$ cat src/evpcc_pkg.sv
package evpcc_pkg;

  parameter int unsigned ADC_BITS   = 9;
  parameter int unsigned CFG_IDX_W  = 3;
  parameter int unsigned CFG_DATA_W = 16;
  parameter int unsigned WATTS_W    = 16;
  parameter int unsigned DUTY_W     = 8;

  // threshold resets are given on a 9-bit scale
  parameter int unsigned THR_SCALE       = 512;
  parameter int unsigned STANDBY_THR_RST = 475;
  parameter int unsigned VEHICLE_THR_RST = 410;
  parameter int unsigned READY_THR_RST   = 350;
  parameter int unsigned VENT_THR_RST    = 310;
  parameter logic [DUTY_W-1:0] DUTY_FLOOR_RST = 8'd25;

  // duty = floor(min(W,6900)*255/13800) = floor(w*17/920)
  //      = (w * 17 * ceil(2^27/920)) >> 27, exact for w <= 6900
  parameter int unsigned CLAMP_W    = 13;
  parameter logic [CLAMP_W-1:0] MAX_WATTS = 13'd6900;
  parameter int unsigned MULT_W     = 22;
  parameter logic [MULT_W-1:0] DUTY_MULT = 22'd2480113;
  parameter int unsigned DUTY_SHIFT = 27;
  parameter int unsigned PROD_W     = CLAMP_W + MULT_W;

  typedef enum logic {
    REQ_SAMPLE = 1'b0,
    REQ_POWER  = 1'b1
  } req_e;

  typedef enum logic [2:0] {
    LVL_STANDBY = 3'd0,
    LVL_VEHICLE = 3'd1,
    LVL_READY   = 3'd2,
    LVL_VENT    = 3'd3,
    LVL_ERROR   = 3'd4
  } level_e;

  typedef enum logic [2:0] {
    CS_NONE    = 3'd0,
    CS_STANDBY = 3'd1,
    CS_VEHICLE = 3'd2,
    CS_READY   = 3'd3,
    CS_VENT    = 3'd4
  } charge_e;

  typedef enum logic [CFG_IDX_W-1:0] {
    CFG_STANDBY_THR = 3'd0,
    CFG_VEHICLE_THR = 3'd1,
    CFG_READY_THR   = 3'd2,
    CFG_VENT_THR    = 3'd3,
    CFG_DUTY_FLOOR  = 3'd4
  } cfg_idx_e;

endpackage

$ cat src/evpcc_if.sv
interface evpcc_req_if #(
  parameter int unsigned ADC_BITS = evpcc_pkg::ADC_BITS
);
  logic                              valid;
  logic                              ready;
  logic                              req_type;
  logic [ADC_BITS-1:0]               adc_sample;
  logic                              last_in_window;
  logic [evpcc_pkg::WATTS_W-1:0]     power_watts;

  modport source (output valid, req_type, adc_sample, last_in_window, power_watts,
                  input ready);
  modport sink (input valid, req_type, adc_sample, last_in_window, power_watts,
                output ready);
endinterface

interface evpcc_rsp_if #(
  parameter int unsigned ADC_BITS = evpcc_pkg::ADC_BITS
);
  logic                           valid;
  logic                           ready;
  logic [evpcc_pkg::DUTY_W-1:0]   pwm_duty;
  logic                           pilot_pwm_enabled;
  logic                           relay_closed;
  logic [2:0]                     charge_state;
  logic [2:0]                     detected_level;
  logic [ADC_BITS-1:0]            window_peak;

  modport source (output valid, pwm_duty, pilot_pwm_enabled, relay_closed, charge_state,
                         detected_level, window_peak,
                  input ready);
  modport sink (input valid, pwm_duty, pilot_pwm_enabled, relay_closed, charge_state,
                      detected_level, window_peak,
                output ready);
endinterface

interface evpcc_cfg_if;
  logic                             valid;
  logic                             ready;
  logic [evpcc_pkg::CFG_IDX_W-1:0]  index;
  logic [evpcc_pkg::CFG_DATA_W-1:0] data;

  modport source (output valid, index, data, input ready);
  modport sink (input valid, index, data, output ready);
endinterface

$ cat src/ev_pilot_charge_controller_unit.sv
// Control pilot controller for an AC charging station.
// Channels (valid/ready, a beat moves when both are high):
//   req_i : sample beats (req_type 0) carry an ADC reading and a last-in-window
//           flag; power beats (req_type 1) carry the requested watts.
//   rsp_o : one beat per request, showing duty, pilot enable, relay, charge
//           state, last window class and last window peak after that request.
//   cfg_i : register writes (thresholds, duty floor), always ready. Write only
//           while no request is in flight.
// Path: a request is accepted into the input register and its response is
// then registered in the state registers (input register, then state).
// Throughput: one request per cycle unless rsp_o stalls; peak, classification,
// duty mapping and the charge-state update settle combinationally between the
// input and state registers, which double as the result register.
// Stall: while rsp_o is held off, the state registers hold the pending
// response; req_i keeps taking one more beat into the input register and then
// drops ready until the response moves.
// Reset: thresholds 475/410/350/310 (9-bit scale), duty floor 25, charge state
// none, relay open, duty 0, pilot PWM disabled, nothing in flight.
module ev_pilot_charge_controller_unit #(
  parameter int unsigned ADC_BITS = evpcc_pkg::ADC_BITS
) (
  input  logic        clk_i,
  input  logic        rst_ni,
  evpcc_cfg_if.sink   cfg_i,
  evpcc_req_if.sink   req_i,
  evpcc_rsp_if.source rsp_o
);

  localparam logic [ADC_BITS-1:0] StandbyRst =
    ADC_BITS'((evpcc_pkg::STANDBY_THR_RST * (2 ** ADC_BITS)) / evpcc_pkg::THR_SCALE);
  localparam logic [ADC_BITS-1:0] VehicleRst =
    ADC_BITS'((evpcc_pkg::VEHICLE_THR_RST * (2 ** ADC_BITS)) / evpcc_pkg::THR_SCALE);
  localparam logic [ADC_BITS-1:0] ReadyRst =
    ADC_BITS'((evpcc_pkg::READY_THR_RST * (2 ** ADC_BITS)) / evpcc_pkg::THR_SCALE);
  localparam logic [ADC_BITS-1:0] VentRst =
    ADC_BITS'((evpcc_pkg::VENT_THR_RST * (2 ** ADC_BITS)) / evpcc_pkg::THR_SCALE);

  // configuration
  logic [ADC_BITS-1:0]          standby_thr_q, vehicle_thr_q, ready_thr_q, vent_thr_q;
  logic [evpcc_pkg::DUTY_W-1:0] duty_floor_q;

  // input register
  logic                          in_valid_q;
  evpcc_pkg::req_e               req_type_q;
  logic [ADC_BITS-1:0]           adc_q;
  logic                          last_q;
  logic [evpcc_pkg::WATTS_W-1:0] watts_q;

  // state, also the response payload
  logic                          out_valid_q, out_valid_d;
  logic [ADC_BITS-1:0]           running_peak_q, running_peak_d;
  logic [ADC_BITS-1:0]           last_peak_q, last_peak_d;
  evpcc_pkg::level_e             level_q, level_d;
  evpcc_pkg::charge_e            charge_q, charge_d;
  logic                          relay_q, relay_d;
  logic [evpcc_pkg::DUTY_W-1:0]  req_duty_q, req_duty_d;
  logic [evpcc_pkg::DUTY_W-1:0]  pwm_q, pwm_d;
  logic                          paused_q, paused_d;

  logic                          advance, fire;
  logic [ADC_BITS-1:0]           peak;
  evpcc_pkg::level_e             level_new;
  logic [evpcc_pkg::CLAMP_W-1:0] watts_clamped;
  logic [evpcc_pkg::PROD_W-1:0]  duty_prod;
  logic [evpcc_pkg::DUTY_W-1:0]  duty_raw, duty;

  assign advance     = !out_valid_q || rsp_o.ready;
  assign fire        = in_valid_q && advance;
  assign req_i.ready = !in_valid_q || advance;
  assign cfg_i.ready = 1'b1;

  always_ff @(posedge clk_i or negedge rst_ni) begin
    if (!rst_ni) begin
      standby_thr_q <= StandbyRst;
      vehicle_thr_q <= VehicleRst;
      ready_thr_q   <= ReadyRst;
      vent_thr_q    <= VentRst;
      duty_floor_q  <= evpcc_pkg::DUTY_FLOOR_RST;
    end else if (cfg_i.valid) begin
      case (evpcc_pkg::cfg_idx_e'(cfg_i.index))
        evpcc_pkg::CFG_STANDBY_THR: standby_thr_q <= cfg_i.data[ADC_BITS-1:0];
        evpcc_pkg::CFG_VEHICLE_THR: vehicle_thr_q <= cfg_i.data[ADC_BITS-1:0];
        evpcc_pkg::CFG_READY_THR:   ready_thr_q   <= cfg_i.data[ADC_BITS-1:0];
        evpcc_pkg::CFG_VENT_THR:    vent_thr_q    <= cfg_i.data[ADC_BITS-1:0];
        evpcc_pkg::CFG_DUTY_FLOOR:  duty_floor_q  <= cfg_i.data[evpcc_pkg::DUTY_W-1:0];
        default: ;
      endcase
    end
  end

  always_ff @(posedge clk_i or negedge rst_ni) begin
    if (!rst_ni) begin
      in_valid_q <= 1'b0;
    end else if (req_i.ready) begin
      in_valid_q <= req_i.valid;
    end
  end

  always_ff @(posedge clk_i) begin
    if (req_i.valid && req_i.ready) begin
      req_type_q <= evpcc_pkg::req_e'(req_i.req_type);
      adc_q      <= req_i.adc_sample;
      last_q     <= req_i.last_in_window;
      watts_q    <= req_i.power_watts;
    end
  end

  // peak and window class
  always_comb begin
    peak = (adc_q > running_peak_q) ? adc_q : running_peak_q;
    if (peak > standby_thr_q) begin
      level_new = evpcc_pkg::LVL_STANDBY;
    end else if (peak > vehicle_thr_q) begin
      level_new = evpcc_pkg::LVL_VEHICLE;
    end else if (peak > ready_thr_q) begin
      level_new = evpcc_pkg::LVL_READY;
    end else if (peak > vent_thr_q) begin
      level_new = evpcc_pkg::LVL_VENT;
    end else begin
      level_new = evpcc_pkg::LVL_ERROR;
    end
  end

  // watts to duty
  always_comb begin
    watts_clamped = (watts_q > evpcc_pkg::WATTS_W'(evpcc_pkg::MAX_WATTS)) ?
                    evpcc_pkg::MAX_WATTS : watts_q[evpcc_pkg::CLAMP_W-1:0];
    duty_prod = evpcc_pkg::PROD_W'(watts_clamped) * evpcc_pkg::PROD_W'(evpcc_pkg::DUTY_MULT);
    duty_raw  = duty_prod[evpcc_pkg::DUTY_SHIFT +: evpcc_pkg::DUTY_W];
    duty      = (duty_raw < duty_floor_q) ? '0 : duty_raw;
  end

  always_comb begin
    out_valid_d    = out_valid_q;
    running_peak_d = running_peak_q;
    last_peak_d    = last_peak_q;
    level_d        = level_q;
    charge_d       = charge_q;
    relay_d        = relay_q;
    req_duty_d     = req_duty_q;
    pwm_d          = pwm_q;
    paused_d       = paused_q;

    if (out_valid_q && rsp_o.ready) begin
      out_valid_d = 1'b0;
    end

    if (fire) begin
      out_valid_d = 1'b1;
      case (req_type_q)
        evpcc_pkg::REQ_SAMPLE: begin
          if (last_q) begin
            last_peak_d    = peak;
            running_peak_d = '0;
            level_d        = level_new;
            case (level_new)
              evpcc_pkg::LVL_STANDBY: begin
                if (charge_q != evpcc_pkg::CS_STANDBY) begin
                  charge_d = evpcc_pkg::CS_STANDBY;
                  relay_d  = 1'b0;
                end
              end
              evpcc_pkg::LVL_VEHICLE: begin
                if (charge_q != evpcc_pkg::CS_VEHICLE) begin
                  charge_d = evpcc_pkg::CS_VEHICLE;
                  relay_d  = 1'b0;
                end
              end
              evpcc_pkg::LVL_READY, evpcc_pkg::LVL_VENT: begin
                // ready and ventilation are one state for the relay
                if (charge_q != evpcc_pkg::CS_READY && charge_q != evpcc_pkg::CS_VENT) begin
                  charge_d = (level_new == evpcc_pkg::LVL_READY) ?
                             evpcc_pkg::CS_READY : evpcc_pkg::CS_VENT;
                  relay_d  = 1'b1;
                end
              end
              default: ; // error: hold state and relay
            endcase
          end else begin
            running_peak_d = peak;
          end
        end
        evpcc_pkg::REQ_POWER: begin
          if (duty != req_duty_q) begin
            req_duty_d = duty;
            if (!paused_q && duty < duty_floor_q) begin
              pwm_d    = duty_floor_q;
              paused_d = 1'b1;
            end else if (paused_q && duty >= duty_floor_q) begin
              pwm_d    = duty;
              paused_d = 1'b0;
            end else begin
              pwm_d    = duty;
            end
          end
        end
        default: ;
      endcase
    end
  end

  always_ff @(posedge clk_i or negedge rst_ni) begin
    if (!rst_ni) begin
      out_valid_q    <= 1'b0;
      running_peak_q <= '0;
      last_peak_q    <= '0;
      level_q        <= evpcc_pkg::LVL_STANDBY;
      charge_q       <= evpcc_pkg::CS_NONE;
      relay_q        <= 1'b0;
      req_duty_q     <= '0;
      pwm_q          <= '0;
      paused_q       <= 1'b1;
    end else begin
      out_valid_q    <= out_valid_d;
      running_peak_q <= running_peak_d;
      last_peak_q    <= last_peak_d;
      level_q        <= level_d;
      charge_q       <= charge_d;
      relay_q        <= relay_d;
      req_duty_q     <= req_duty_d;
      pwm_q          <= pwm_d;
      paused_q       <= paused_d;
    end
  end

  assign rsp_o.valid             = out_valid_q;
  assign rsp_o.pwm_duty          = pwm_q;
  assign rsp_o.pilot_pwm_enabled = !paused_q;
  assign rsp_o.relay_closed      = relay_q;
  assign rsp_o.charge_state      = charge_q;
  assign rsp_o.detected_level    = level_q;
  assign rsp_o.window_peak       = last_peak_q;

endmodule

$ cat src/flat_wrapper.sv
// flat-port wrapper written by rule: the top's interface ports become plain ports
module ev_pilot_charge_controller_unit_flat 
#(
  parameter int unsigned ADC_BITS = evpcc_pkg::ADC_BITS
)
  (clk_i, rst_ni, cfg_i_valid, cfg_i_index, cfg_i_data, cfg_i_ready, req_i_valid, req_i_req_type, req_i_adc_sample, req_i_last_in_window, req_i_power_watts, req_i_ready, rsp_o_valid, rsp_o_pwm_duty, rsp_o_pilot_pwm_enabled, rsp_o_relay_closed, rsp_o_charge_state, rsp_o_detected_level, rsp_o_window_peak, rsp_o_ready);
  evpcc_cfg_if cfg_i_i ();
  evpcc_req_if #(.ADC_BITS(ADC_BITS)) req_i_i ();
  evpcc_rsp_if #(.ADC_BITS(ADC_BITS)) rsp_o_i ();
  input  logic clk_i;
  input  logic rst_ni;
  input wire logic [$bits(cfg_i_i.valid)-1:0] cfg_i_valid;
  input wire logic [$bits(cfg_i_i.index)-1:0] cfg_i_index;
  input wire logic [$bits(cfg_i_i.data)-1:0] cfg_i_data;
  output wire logic [$bits(cfg_i_i.ready)-1:0] cfg_i_ready;
  input wire logic [$bits(req_i_i.valid)-1:0] req_i_valid;
  input wire logic [$bits(req_i_i.req_type)-1:0] req_i_req_type;
  input wire logic [$bits(req_i_i.adc_sample)-1:0] req_i_adc_sample;
  input wire logic [$bits(req_i_i.last_in_window)-1:0] req_i_last_in_window;
  input wire logic [$bits(req_i_i.power_watts)-1:0] req_i_power_watts;
  output wire logic [$bits(req_i_i.ready)-1:0] req_i_ready;
  output wire logic [$bits(rsp_o_i.valid)-1:0] rsp_o_valid;
  output wire logic [$bits(rsp_o_i.pwm_duty)-1:0] rsp_o_pwm_duty;
  output wire logic [$bits(rsp_o_i.pilot_pwm_enabled)-1:0] rsp_o_pilot_pwm_enabled;
  output wire logic [$bits(rsp_o_i.relay_closed)-1:0] rsp_o_relay_closed;
  output wire logic [$bits(rsp_o_i.charge_state)-1:0] rsp_o_charge_state;
  output wire logic [$bits(rsp_o_i.detected_level)-1:0] rsp_o_detected_level;
  output wire logic [$bits(rsp_o_i.window_peak)-1:0] rsp_o_window_peak;
  input wire logic [$bits(rsp_o_i.ready)-1:0] rsp_o_ready;
  assign cfg_i_i.valid = cfg_i_valid;
  assign cfg_i_i.index = cfg_i_index;
  assign cfg_i_i.data = cfg_i_data;
  assign cfg_i_ready = cfg_i_i.ready;
  assign req_i_i.valid = req_i_valid;
  assign req_i_i.req_type = req_i_req_type;
  assign req_i_i.adc_sample = req_i_adc_sample;
  assign req_i_i.last_in_window = req_i_last_in_window;
  assign req_i_i.power_watts = req_i_power_watts;
  assign req_i_ready = req_i_i.ready;
  assign rsp_o_valid = rsp_o_i.valid;
  assign rsp_o_pwm_duty = rsp_o_i.pwm_duty;
  assign rsp_o_pilot_pwm_enabled = rsp_o_i.pilot_pwm_enabled;
  assign rsp_o_relay_closed = rsp_o_i.relay_closed;
  assign rsp_o_charge_state = rsp_o_i.charge_state;
  assign rsp_o_detected_level = rsp_o_i.detected_level;
  assign rsp_o_window_peak = rsp_o_i.window_peak;
  assign rsp_o_i.ready = rsp_o_ready;
  ev_pilot_charge_controller_unit #(.ADC_BITS(ADC_BITS)) u_core (.clk_i(clk_i), .rst_ni(rst_ni), .cfg_i(cfg_i_i), .req_i(req_i_i), .rsp_o(rsp_o_i));
endmodule
$ cat config.mk
export PLATFORM = sky130hd
export DESIGN_NAME = ev_pilot_charge_controller_unit_flat
export DESIGN_NICKNAME = d
export VERILOG_FILES = /design/src/evpcc_pkg.sv /design/src/evpcc_if.sv /design/src/ev_pilot_charge_controller_unit.sv /design/src/flat_wrapper.sv
export SDC_FILE = /design/constraint.sdc
export NUM_CORES = 1
export LEC_CHECK = 0
export CAP_MARGIN = 40
export CORE_UTILIZATION = 35
export DETAILED_ROUTE_END_ITERATION = 8
export DONT_BUFFER_PORTS = 1
export PLACE_DENSITY = 0.53
export SYNTH_ARGS = -nofsm -noshare
export SYNTH_HDL_FRONTEND = slang
export SYNTH_SLANG_ARGS = --single-unit
export TNS_END_PERCENT = 5
$ cat constraint.sdc
create_clock -name clk_i -period 16.05 [get_ports clk_i]
set_input_delay 3.21 -clock clk_i [delete_from_list [all_inputs] [get_ports clk_i]]
set_output_delay 3.21 -clock clk_i [all_outputs]
set_load 0.1 [all_outputs]
# Word-level counts from Yosys, hierarchy flattened
# Index checks and enable logic that the tools add are counted.
# word_totals
reg_bits,115
out_inout_bits,28
# classes
multipliers,1
magnitude_cmp,9
n_eq_ne,15
muxes,22
bitwise,1
reduce_logical,27
# op_table
operator,count
$gt 9x9->1,5
$mul 13x22->35 const B,1
$mux 3,8
$mux 9,2
$gt 16x13->1 const B,1
$lt 8x8->1,2
$mux 8,2
$mux 13,1
$eq 3x2->1 const B,4
$reduce_and 2->1,6
$pmux 3 s3,1
$ge 8x8->1,1
$ne 8x8->1,1
$mux 1,7
$reduce_and 7->1,1
$eq 3x1->1 const B,2
$logic_and 1x1->1,6
$logic_not 3->1,2
$ne 2x1->1 const B,3
$ne 3x2->1 const B,2
$reduce_and 3->1,2
$reduce_and 4->1,1
$reduce_bool 2->1,2
$eq 3x3->1 const B,1
other kinds (8),11

# Depth between registers and ports, before layout
# Gate-level depths: netlist of the first run.
# depth
word_depth,11
depth_mapped,40
depth_no_buf,40

# Worst setup path before layout of the first run
# Ideal clock, no wire load.
# synth_path
path_type,register to register
from,reg u_core.watts_q[15] in the netlist's numbering
to,"reg u_core.pwm_q, in the netlist u_core.rsp_o.pwm_duty[0]"
arrival_time_ns,9.371
setup_slack_ns,6.553
path_stages_with_launch,40
n_path_buf,0
period_less_slack_ns,9.497
cell_sequence,edfxtp_1 -> or3_1 -> nor4_1 -> nand4b_1 -> nand2_1 -> nor2b_1 -> inv_1 -> fa_1 -> inv_1 -> fa_1 -> fa_1 -> inv_1 -> fa_1 -> inv_1 -> fa_1 -> inv_1 -> ha_1 -> and3_1 -> (+4 left out) -> a311oi_1 -> or2_2 -> inv_1 -> ha_1 -> nor2b_1 -> a2111oi_1 -> nand3b_1 -> o21a_1 -> and2_1 -> ha_1 -> nor2b_1 -> o21ai_0 -> nand2b_1 -> a21oi_1 -> o21ai_0 -> o22ai_2 -> mux2_2 -> mux2_4
# synth_via
elab_chain_cells,8
word_cells_on_any_way,10
cone_classes,1 x mul; 3 x order compare; 1 x eq/ne; 3 x mux; 2 x reduce/logical
# synth_rtl
element,line_no,text
from (decl),ev_pilot_charge_controller_unit.sv:47,logic [evpcc_pkg::WATTS_W-1:0] watts_q;
from (signal assigned),ev_pilot_charge_controller_unit.sv:104,watts_q <= req_i.power_watts;
$gt 16x13->1 (*),ev_pilot_charge_controller_unit.sv:126,watts_clamped = (watts_q > evpcc_pkg::WATTS_W'(evpcc_pkg::MAX_WATTS)) ?
$mux 13 (*),ev_pilot_charge_controller_unit.sv:126,
$mul 13x22->35 (*),ev_pilot_charge_controller_unit.sv:128,duty_prod = evpcc_pkg::PROD_W'(watts_clamped) * evpcc_pkg::PROD_W'(evpcc_pkg::DUTY_MULT);
$lt 8x8->1,ev_pilot_charge_controller_unit.sv:130,duty = (duty_raw < duty_floor_q) ? '0 : duty_raw;
$mux 8 (*),ev_pilot_charge_controller_unit.sv:130,
"named net u_core.duty, one bit",ev_pilot_charge_controller_unit.sv:65,"logic [evpcc_pkg::DUTY_W-1:0] duty_raw, duty;"
$lt 8x8->1,ev_pilot_charge_controller_unit.sv:186,if (!paused_q && duty < duty_floor_q) begin
$logic_and 1x1->1,ev_pilot_charge_controller_unit.sv:186,
$mux 8,ev_pilot_charge_controller_unit.sv:186,
to (signal assigned),ev_pilot_charge_controller_unit.sv:221,pwm_q <= pwm_d;
to (decl),ev_pilot_charge_controller_unit.sv:57,"logic [evpcc_pkg::DUTY_W-1:0] pwm_q, pwm_d;"
# The timed path passes the listed nets; every way through them passes the cells marked *.
# A chain may end at the register's enable or synchronous reset.

# Worst setup path after layout of the first run
# layout_path
from,reg u_core.watts_q[15] in the netlist's numbering
to,"reg u_core.pwm_q, in the netlist u_core.rsp_o.pwm_duty[2]"
# Same word-level chain as after synthesis.

==> results.ini, run 1 <==
[global_routing]
global_route.usage.met2_pct = 27.65
use_met3_pct = 3.011
grt_pass1_vias = 7901
grt_util_met1_pct = 21.83
grt_start_max_net_pins = 89
grt_first_pass_wirelength_mm = 40.92
gr-max-usage-layer = met2
overflow = 0
grt_usage_pct = 16.84
number_of_antenna_violations_at_the_first_check_in_global_routing = 0

[place]
place_hpwl_mm = 20.06
number_of_buffer_cells_added_on_primary_ports = 0
gp_congestion = 0.8947

[critical_path]
critPathLaunchType = flop
critPathMaxStageDelay_ns = 0.61
cpMaxStageDelayCell = sky130_fd_sc_hd__fa_1
cp_top_family = adder cells
worst-path-max-fanout = 7
crit_arrival_ns = 11.38
critPathKind = reg -> reg
element_type_at_the_critical_path_end = flop
critical_path_required_ns = 16.35
cp_num_buf_inv = 6
critical_path.most_common_cell = sky130_fd_sc_hd__inv_1

[detailed_routing]
detail_route.first_pass.iterations = 5
dr_total_vias = 7488
drt.antenna.violating_nets = 0
route.detailed.vias_per_inst = 4.972
wirelength_mm = 24.51
drt-initial-drc-count = 288
drt_drc_violations_left = 0
route.detailed.wl_per_inst_microns = 16.28

[clocking]
cts_tree = done
cts_setup_buffers = 0
clock_sink_count = 115
cts.root.buffer_cell = sky130_fd_sc_hd__clkbuf_16
numCtsBuffers = 17
clkLatencyLatePin_ns = 0.42
max-clock-path-buffers = 2
ctsHoldBuffers = 0
htreeDepth = 4
clk_transition_reported_paths_ns = 0.06
cts.repair.resized = 0

[synthesis]
netlist_area_sq_mm = 0.01092
adder_cell_fraction_of_synth_area_pct = 35.03
synth_cells = 1066
ys_warn_count = 0
synth_top_area_share_pct = 17.98
syn_avg_cell_area_sq_um = 10.25
netlist_top_cells_area = sky130_fd_sc_hd__ha_1 (18%), sky130_fd_sc_hd__fa_1 (17%), sky130_fd_sc_hd__dfrtp_1 (14%)
synth_compound_gate_area_share_pct = 11.50
area_share_of_and_or_nand_nor_cells_after_synthesis_pct = 9.542
seq_area_frac_synth_pct = 27.89
synth_fp_nets = 1367
synth_edf_count = 27
synth_cell_types = 75
yosys_register_bits = 115
ys_async_sr_fraction_pct = 76.52
post_synth_mux_area_share_pct = 6.564
synth_xor_xnor_area_share_pct = 0.6300
dominantRegCellSynth = sky130_fd_sc_hd__dfrtp_1
synth_top_family_by_area = adder cells
synthDominantAreaCellType = sky130_fd_sc_hd__ha_1

[timing]
rsz0062_at_grt = false
fin_tns_setup_ns = 0
timing.final.crit_share_pct = 69.05
post_layout_min_period_ns = 11.08
report.final.setup_viol = 0
worst_clock_skew_ns = 0.01281
max_freq_mhz = 90.24
finalHoldViolCount = 0
worst_max_slew_margin_expressed_relative_to_the_limit_pct = 36.83
timing.final.max_slew_violations = 0
worst_max_slew_pin_slew_ns = 0.9475

[power_and_ir_drop]
cellPowerDensity_mw_per_mm2 = 183.2
cellLeakagePower_nw = 6.091
highest_ir_drop_seen_on_vdd_uv = 160.7

[layout]
post_route_cells_drive_above_1_share_pct = 14.59
antenna_cells = 0
layout.core_utilization_pct = 40.68
layout.filler_cells = 2992
area_of_combinational_cells_with_multiple_inputs_sq_mm = 0.006919
final_cell_mix = sky130_fd_sc_hd__inv_1 (242), sky130_fd_sc_hd__ha_1 (157), sky130_fd_sc_hd__fa_1 (93)
mostFrequentLayoutCell = sky130_fd_sc_hd__inv_1
area_growth_syn_to_layout_pct = 14.23
nets = 1398
area.sequential_sq_mm = 0.003047

[outcome]
run_status = finished clean

[die]
floorplan.die.width_microns = 178.7
num_ports = 79
total_number_of_placement_rows = 64
die_height_microns = 178.7
core-area_sq_mm = 0.03067
die_area_sq_mm = 0.03192
initial_core_util_pct = 35.62

[run]
drv.max_cap_violation_count = 0

[worst_hold_path]
timing.hold.worst.class = reg -> reg

-- power breakdown --
part | switching (W) | leakage (nW) | internal [W] | total [W]
sequential | 0.000134 | 1.32 | 0.000375 | 0.000509
combinational | 0.000777 | 4.48 | 0.000594 | 0.00137
clock | 0.000144 | 0.300 | 0.000262 | 0.000406
total | 0.00106 | 6.09 | 0.00123 | 0.00229
-- worst reg2reg max path, delay by kind of cell, from the launching register on --
| kind | cells | cell delay, ns |
|---|---|---|
| and+or+nand+nor | 12 | 2.53 |
| DFF | 1 | 0.38 |
| buffers and inverters | 6 | 0.65 |
| AOI/OAI and AO/OA | 11 | 3.18 |
| muxes | 2 | 0.66 |
| adders and majority gates | 8 | 3.57 |
-- cells in the mapped netlist, types with 3 or more instances --
master and instances:
sky130_fd_sc_hd__a211oi_1 7, sky130_fd_sc_hd__a21o_1 15, sky130_fd_sc_hd__a21oi_1 26, sky130_fd_sc_hd__a221oi_1 3, sky130_fd_sc_hd__a22o_1 8, sky130_fd_sc_hd__and2_1 12
sky130_fd_sc_hd__and3_1 7, sky130_fd_sc_hd__and4_1 3, sky130_fd_sc_hd__clkbuf_1 7, sky130_fd_sc_hd__dfrtp_1 61, sky130_fd_sc_hd__dfstp_2 27, sky130_fd_sc_hd__edfxtp_1 27
sky130_fd_sc_hd__fa_1 93, sky130_fd_sc_hd__ha_1 157, sky130_fd_sc_hd__inv_1 242, sky130_fd_sc_hd__mux2_2 45, sky130_fd_sc_hd__mux2_4 10, sky130_fd_sc_hd__mux2i_1 6
sky130_fd_sc_hd__nand2_1 67, sky130_fd_sc_hd__nand2b_1 7, sky130_fd_sc_hd__nand3_1 14, sky130_fd_sc_hd__nand3b_1 4, sky130_fd_sc_hd__nand4_1 6, sky130_fd_sc_hd__nand4b_1 3
sky130_fd_sc_hd__nor2_1 17, sky130_fd_sc_hd__nor2b_1 13, sky130_fd_sc_hd__nor3_1 13, sky130_fd_sc_hd__nor3b_1 3, sky130_fd_sc_hd__o2111ai_1 3, sky130_fd_sc_hd__o211ai_1 4
sky130_fd_sc_hd__o21a_1 28, sky130_fd_sc_hd__o21ai_0 57, sky130_fd_sc_hd__or2_2 11, sky130_fd_sc_hd__or3_1 4, sky130_fd_sc_hd__xnor2_1 5
-- layout make-up --
cell class | count | area share, %
multi-input cells | 698 | 55.46
repair buffers | 22 | 3.801
well taps | 396 | 3.971
inverters | 243 | 7.310
clock inverters | 14 | 1.604
flip-flops and latches | 115 | 24.42
clock buffers | 18 | 3.440
-- final timing paths --
kind / slack [ns] / startpoint / end / cells past startpoint
max: 4.97 / u_core.watts_q[15] / u_core.rsp_o.pwm_duty[2] / 39
min: 0.51 / u_core.vent_thr_q[3] / u_core.vent_thr_q[3] / 1
max reg2reg: 4.97 / u_core.watts_q[15] / u_core.rsp_o.pwm_duty[2] / 39
min reg2reg: 0.51 / u_core.vent_thr_q[3] / u_core.vent_thr_q[3] / 1
max in group asynchronous: 13.35 / rst_ni / u_core.standby_thr_q[6] / 0
min in group asynchronous: 2.48 / rst_ni / u_core.rsp_o.pwm_duty[0] / 0
-- through the flow --
step                power (W)  hold slack (ns)  instances  instance area [sq um]  setup slack (ns)
floorplan            0.001516           0.4776       1066                  10920             6.553
finish               0.002286           0.5062       1506                  12480             4.968
CTS                  0.002313           0.5076       1506                  12480             4.933
global route         0.002498           0.5223       1506                  12480             4.173
detailed placement   0.001894           0.4952       1474                  11850             4.995
global placement     0.001785           0.4883       1453                  11380             5.043
-- cells by family after synthesis --
group / after synthesis
buf+inv: 253
simple gates: 195
compound gates: 184
xor+xnor: 7
flops: 115
mux: 61
other cells: 1
fa+ha+maj: 250
-- routing by layer --
layer  share of wire [%]  wire length (microns)
met1                  46                  11290
met2                  47                  11500
met3                 3.7                    900
met4                 3.3                    819
met5                   0                      0
-- registers in the layout, indices dropped and copies added (netlist names), 9 cells and up --
name / cells
u_core.ready_thr_q: 9
u_core.running_peak_q: 9
u_core.watts_q: 16
u_core.rsp_o.window_peak: 9
u_core.adc_q: 9
u_core.vent_thr_q: 9
u_core.standby_thr_q: 9
u_core.vehicle_thr_q: 9
(Power assumes the default switching activity.)
==> inputs of run 2 (changes only) <==
==> constraint.sdc (replaced) <==
create_clock -name clk_i -period 11.3 [get_ports clk_i]
set_input_delay 2.26 -clock clk_i [delete_from_list [all_inputs] [get_ports clk_i]]
set_output_delay 2.26 -clock clk_i [all_outputs]
set_load 0.1 [all_outputs]
==> run 2 against run 1 <==
Global-route usage is 0.081 points higher. First-iteration DRC count fell by 6.9%. Die area unchanged. Routed wire length is 0.97% higher. Count of clock-buffer cells in the layout unchanged. Design area increased by 0.89%. Via count about the same. Clock power grew 37%.
==> results.ini, run 2 (synthesis gave the netlist of run 1 again) <==
[place]
gp_congestion = 0.8894  ; -0.59%
place_hpwl_mm = 20.16  ; +0.51%
preCtsSetupSlack_ns = 0.4582  ; -4.536 ns
number_of_buffer_cells_added_on_primary_ports = 0  ; unchanged

[timing]
final_worst_path_setup_slack_ns = 0.7926  ; -4.175 ns
post_layout_min_period_ns = 10.51  ; -0.5747 ns
worst_clock_skew_ns = 0.01762  ; +0.004808 ns
timing.final.max_slew_violations = 0  ; unchanged
max_freq_mhz = 95.17  ; +5.5%
timing.final.crit_share_pct = 92.99  ; +24 points
rsz0062_at_grt = false
fin_tns_setup_ns = 0  ; unchanged
report.final.setup_viol = 0  ; unchanged
worst_max_slew_margin_expressed_relative_to_the_limit_pct = 36.17  ; -0.67 points
finalHoldViolCount = 0  ; unchanged
worst_max_slew_pin_slew_ns = 0.9575  ; +0.009987 ns

[detailed_routing]
drt-initial-drc-count = 268  ; -6.9%
dr_total_vias = 7482  ; -0.080%
detail_route.first_pass.iterations = 5  ; unchanged
route.detailed.wl_per_inst_microns = 16.35  ; +0.44%
drt_drc_violations_left = 0  ; unchanged
route.detailed.vias_per_inst = 4.942  ; -0.61%
wirelength_mm = 24.75  ; +0.97%
drt.antenna.violating_nets = 0  ; unchanged

[layout]
area_of_combinational_cells_with_multiple_inputs_sq_mm = 0.006932  ; +0.18%
flip_flop_count_of_the_largest_register_after_layout = 16  ; unchanged
area.sequential_sq_mm = 0.003047  ; unchanged
layout.filler_cells = 2984  ; -0.27%
final_cell_mix = sky130_fd_sc_hd__inv_1 (242), sky130_fd_sc_hd__ha_1 (157), sky130_fd_sc_hd__fa_1 (92)
regMostFlops = u_core.watts_q
nets = 1406  ; +0.57%
area_growth_syn_to_layout_pct = 15.25
mostFrequentLayoutCell = sky130_fd_sc_hd__inv_1
post_route_cells_drive_above_1_share_pct = 15.47  ; +0.88 points
antenna_cells = 0  ; unchanged

[outcome]
run_status = finished clean

[power_and_ir_drop]
power_report.internal_total_w = 0.001766  ; +43%
clock_power_share_pct = 17.0  ; -0.7 points
p_comb_share_pct = 61.7  ; +1.7 points
highest_ir_drop_seen_on_vdd_uv = 163.1  ; +1.5%
cellPowerDensity_mw_per_mm2 = 260.0  ; +42%
power_switching_share_pct = 46.05  ; -0.10 points
net_switching_power_w = 0.001507  ; +43%
cellLeakagePower_nw = 6.149  ; +0.95%
seq_power_share_pct = 21.4  ; -0.9 points

[clocking]
numCtsBuffers = 17  ; unchanged
cts_tree = done
clkLatencyLatePin_ns = 0.42  ; about the same
htreeDepth = 4  ; unchanged
max-clock-path-buffers = 2  ; unchanged
ctsHoldBuffers = 0  ; unchanged
clk_transition_reported_paths_ns = 0.06  ; about the same
clock_sink_count = 115  ; unchanged
cts.root.buffer_cell = sky130_fd_sc_hd__clkbuf_16

[worst_hold_path]
timing.hold.worst.class = reg -> reg
hold-path-cell-count = 1  ; unchanged
worst_hold_startpoint = u_core.vent_thr_q[3]
timing.hold.worst_endpoint = u_core.vent_thr_q[3]

[critical_path]
worst_r2r_path_depth = 41  ; +5.1%
critical_path.most_common_cell = sky130_fd_sc_hd__inv_1
reg2reg_to = u_core.rsp_o.pwm_duty[2]
critPathLaunchType = flop
crit_arrival_ns = 10.80  ; -0.58 ns
worst-r2r-setup-slack_ns = 0.79  ; -4.18 ns
element_type_at_the_critical_path_end = flop
worstReg2RegStart = u_core.watts_q[10]
cpMaxStageDelayCell = sky130_fd_sc_hd__fa_1
cp_num_buf_inv = 8  ; +2
cp_top_family = adder cells
worst-path-max-fanout = 7  ; unchanged
critical_path_required_ns = 11.60  ; -4.75 ns
critPathMaxStageDelay_ns = 0.58  ; -0.03 ns
critPathKind = reg -> reg

[die]
initial_core_util_pct = 35.62  ; unchanged
die_height_microns = 178.7  ; unchanged
total_number_of_placement_rows = 64  ; unchanged
core-area_sq_mm = 0.03067  ; unchanged
floorplan.die.width_microns = 178.7  ; unchanged
num_ports = 79  ; unchanged
die_area_sq_mm = 0.03192  ; unchanged

[global_routing]
overflow = 0  ; unchanged
number_of_antenna_violations_at_the_first_check_in_global_routing = 0  ; unchanged
grt_pass1_vias = 7927  ; +0.33%
grt_usage_pct = 16.92  ; +0.081 points
grt_start_max_net_pins = 89  ; unchanged
grt_first_pass_wirelength_mm = 41.30  ; +0.93%

[run]
drv.max_cap_violation_count = 0  ; unchanged

[run 2: final cells by class]
cell class              count  share of cell area, %
multi-input cells         698                  55.06
flip-flops and latches    115                  24.20
inverters                 243                  7.246
repair buffers             30                  4.741
well taps                 396                  3.936
clock buffers              18                  3.409
clock inverters            14                  1.401
[run 2: per-stage QoR]
step	hold slack [ns]	utilization, %	power [W]	std cells	instance area, sq um
after floorplan	0.4776	-	0.002153	1066	10920
after global placement	0.4881	37.23	0.002556	1458	11420
after detailed placement	0.4936	38.92	0.002719	1480	11940
after CTS	0.5066	40.89	0.003297	1512	12540
after global routing	0.5218	41.05	0.003588	1514	12590
final	0.5073	41.05	0.003273	1514	12590
[run 2: what timing repair did]
| action | CTS | global route |
|---|---|---|
| endpoints found under the hold margin | 0 | 0 |
| resized for setup | 0 | 4 |
| setup endpoints to repair | 0 | 7 |
| buffers inserted | 0 | 1 |
[run 2: metal layers]
metal	wire length [microns]	part of all wire (%)	vias to the layer above	GRT usage, %
li1	-	-	3661	-
met1	11530	47	3665	22.20
met2	11700	47	126	27.94
met3	840	3.4	30	2.926
met4	684	2.8	0	6.073
met5	0	0	-	0
[run 2: how the worst max path moves through the flow]
stage                                to  slack, ns  depth (start not counted)               start
2_1_floorplan  u_core.rsp_o.pwm_duty[0]       1.80                         39  u_core.watts_q[15]
3_3_place_gp   u_core.rsp_o.pwm_duty[2]       0.52                         40  u_core.watts_q[10]
3_5_place_dp   u_core.rsp_o.pwm_duty[2]       0.46                         40  u_core.watts_q[10]
5_1_grt        u_core.rsp_o.pwm_duty[2]      0.006                         41  u_core.watts_q[15]
6_report       u_core.rsp_o.pwm_duty[2]       0.79                         41  u_core.watts_q[10]
4_1_cts        u_core.rsp_o.pwm_duty[2]       0.42                         40  u_core.watts_q[10]
[run 2: power by group through the flow]
stage / clock (W) / combinational [W] / sequential, W
final: 0.000556 / 0.00202 / 0.000699
after global routing: 0.000588 / 0.00229 / 0.000711
after CTS: 0.000571 / 0.00202 / 0.000710
after detailed placement: 0 / 0.00200 / 0.000716
after global placement: 0 / 0.00170 / 0.000855
after floorplan: 0 / 0.00132 / 0.000837
==> inputs of run 3 (changes only) <==
--- a/config.mk
+++ b/config.mk
@@ -9,7 +9,7 @@
 export CORE_UTILIZATION = 35
 export DETAILED_ROUTE_END_ITERATION = 8
 export DONT_BUFFER_PORTS = 1
-export PLACE_DENSITY = 0.53
+export HOLD_SLACK_MARGIN = 0.06
 export SYNTH_ARGS = -nofsm -noshare
 export SYNTH_HDL_FRONTEND = slang
 export SYNTH_SLANG_ARGS = --single-unit
==> run 3 against run 2 <==
Clock skew shrank 0.0047 ns. Hold slack got worse by 0.0016 ns. Global-route usage shrank 0.25 points.
==> results.ini, run 3 (synthesis gave the netlist of run 1 again) <==
[outcome]
run_status = finished clean

[clocking]
ctsHoldBuffers = 0  ; unchanged
clkLatencyLatePin_ns = 0.41  ; about the same
cts_tree = done
cts.root.buffer_cell = sky130_fd_sc_hd__clkbuf_16
numCtsBuffers = 17  ; unchanged
clock_sink_count = 115  ; unchanged
max-clock-path-buffers = 2  ; unchanged
clk_transition_reported_paths_ns = 0.06  ; about the same
cts.repair.resized = 0  ; unchanged
cts_setup_buffers = 0  ; unchanged
htreeDepth = 4  ; unchanged

[timing]
finalHoldViolCount = 0  ; unchanged
rsz0062_at_grt = false
worst_max_slew_margin_expressed_relative_to_the_limit_pct = 39.84  ; +3.7 points
timing.final.crit_share_pct = 93.57  ; +0.59 points
worst_max_slew_pin_slew_ns = 0.9024  ; -0.05507 ns
timing.final.max_slew_violations = 0  ; unchanged
report.final.setup_viol = 0  ; unchanged
finalHoldWorstSlack_ns = 0.5057  ; -0.001580 ns
post_layout_min_period_ns = 10.57  ; +0.06641 ns
max_freq_mhz = 94.57  ; -0.63%
worst_clock_skew_ns = 0.01295  ; -0.004674 ns
fin_tns_setup_ns = 0  ; unchanged

[layout]
final_cell_mix = sky130_fd_sc_hd__inv_1 (242), sky130_fd_sc_hd__ha_1 (157), sky130_fd_sc_hd__fa_1 (93)
post_route_cells_drive_above_1_share_pct = 15.27  ; -0.21 points
nets = 1408  ; +0.14%
antenna_cells = 0  ; unchanged
mostFrequentLayoutCell = sky130_fd_sc_hd__inv_1
area_of_combinational_cells_with_multiple_inputs_sq_mm = 0.006919  ; -0.18%
area.sequential_sq_mm = 0.003047  ; unchanged
area_growth_syn_to_layout_pct = 15.43
flip_flop_count_of_the_largest_register_after_layout = 16  ; unchanged
regMostFlops = u_core.watts_q
layout.filler_cells = 2919  ; -2.2%

[critical_path]
cpMaxStageDelayCell = sky130_fd_sc_hd__fa_1
critPathKind = reg -> reg
worst-path-max-fanout = 7  ; unchanged
crit_arrival_ns = 10.86  ; +0.06 ns
critical_path_required_ns = 11.59  ; about the same
critPathMaxStageDelay_ns = 0.74  ; +0.16 ns
critPathLaunchType = flop
element_type_at_the_critical_path_end = flop
critical_path.most_common_cell = sky130_fd_sc_hd__inv_1

[global_routing]
grt_start_max_net_pins = 89  ; unchanged
grt_pass1_vias = 8050  ; +1.6%
grt_usage_pct = 16.67  ; -0.25 points
overflow = 0  ; unchanged
number_of_antenna_violations_at_the_first_check_in_global_routing = 0  ; unchanged
grt_first_pass_wirelength_mm = 40.87  ; -1.0%

[place]
place_hpwl_mm = 20.09  ; -0.34%
number_of_buffer_cells_added_on_primary_ports = 0  ; unchanged
gp_congestion = 0.8802  ; -1.0%

[power_and_ir_drop]
cellLeakagePower_nw = 6.148  ; about the same
cellPowerDensity_mw_per_mm2 = 256.5  ; -1.3%
highest_ir_drop_seen_on_vdd_uv = 230.7  ; +41%

[detailed_routing]
drt_drc_violations_left = 0  ; unchanged
route.detailed.wl_per_inst_microns = 16.22  ; -0.79%
dr_total_vias = 7494  ; +0.16%
drt.antenna.violating_nets = 0  ; unchanged
wirelength_mm = 24.59  ; -0.65%
detail_route.first_pass.iterations = 5  ; unchanged
drt-initial-drc-count = 324  ; +21%
route.detailed.vias_per_inst = 4.943  ; about the same

[die]
core-area_sq_mm = 0.03067  ; unchanged
floorplan.die.width_microns = 178.7  ; unchanged
die_area_sq_mm = 0.03192  ; unchanged
die_height_microns = 178.7  ; unchanged
initial_core_util_pct = 35.62  ; unchanged
total_number_of_placement_rows = 64  ; unchanged
num_ports = 79  ; unchanged

[worst_hold_path]
timing.hold.worst.class = reg -> reg

[run]
drv.max_cap_violation_count = 0  ; unchanged

-- run 3: changes by cell type in the layout (fill, tap and decap cells not counted), moves of 2 or more --
cell                         change
sky130_fd_sc_hd__buf_4           -3
sky130_fd_sc_hd__buf_16          +5
sky130_fd_sc_hd__clkinv_2        +3
sky130_fd_sc_hd__bufinv_16       -3
sky130_fd_sc_hd__clkinvlp_4      +2
sky130_fd_sc_hd__inv_6           -3
sky130_fd_sc_hd__clkbuf_1        +2
-- run 3: layer usage --
| layer | vias up | track usage [%] | share of wire (%) |
|---|---|---|---|
| li1 | 3657 | - | - |
| met1 | 3694 | 21.34 | 46 |
| met2 | 121 | 29.25 | 50 |
| met3 | 22 | 2.311 | 3.1 |
| met4 | 0 | 4.555 | 1.3 |
| met5 | - | 0 | 0 |
-- run 3: area by class of cell --
type / instances / area share, %
clock buffer: 20 / 3.463
clock inverter: 12 / 0.6847
tap: 396 / 3.930
timing repair buffer: 32 / 5.647
inverter: 243 / 7.234
multi-input combinational: 698 / 54.88
sequential: 115 / 24.16
-- run 3: where the power goes --
| group | total, W | internal, W | switching (W) | leakage, nW |
|---|---|---|---|---|
| clock | 0.000479 | 0.000280 | 0.000199 | 0.251 |
| combinational | 0.00211 | 0.000918 | 0.00119 | 4.58 |
| sequential | 0.000648 | 0.000535 | 0.000113 | 1.32 |
-- run 3: stage by stage --
step	setup WS, ns	cells	util (%)	total power (W)	area, sq um
floorplan	1.803	1066	-	0.002153	10920
finish	0.7262	1516	41.11	0.003234	12610
global route	0.01355	1516	41.11	0.003525	12610
CTS	0.4322	1514	40.91	0.003241	12550
global placement	0.5972	1457	37.19	0.002516	11410
detailed placement	0.4788	1482	39.21	0.002746	12030
-- run 3: critical path: cells and delay by family, from the launching register on --
family	cells	cell delay, ns
fa+ha+maj	8	3.44
simple gates	13	2.86
compound gates	11	2.53
mux	2	0.65
buf+inv	6	0.57
flops	1	0.38
-- run 3: path summary, 6_finish.rpt --
check	start	end	slack, ns	cells past startpoint
hold reg to reg	u_core.vent_thr_q[7]	u_core.vent_thr_q[7]	0.51	1
setup / recovery	u_core.watts_q[15]	u_core.rsp_o.pwm_duty[2]	0.73	40
max in group asynchronous	rst_ni	u_core.ready_thr_q[6]	9.54	0
hold / removal	u_core.vent_thr_q[7]	u_core.vent_thr_q[7]	0.51	1
setup reg to reg	u_core.watts_q[15]	u_core.rsp_o.pwm_duty[2]	0.73	40
min in group asynchronous	rst_ni	u_core.rsp_o.pwm_duty[0]	1.55	0
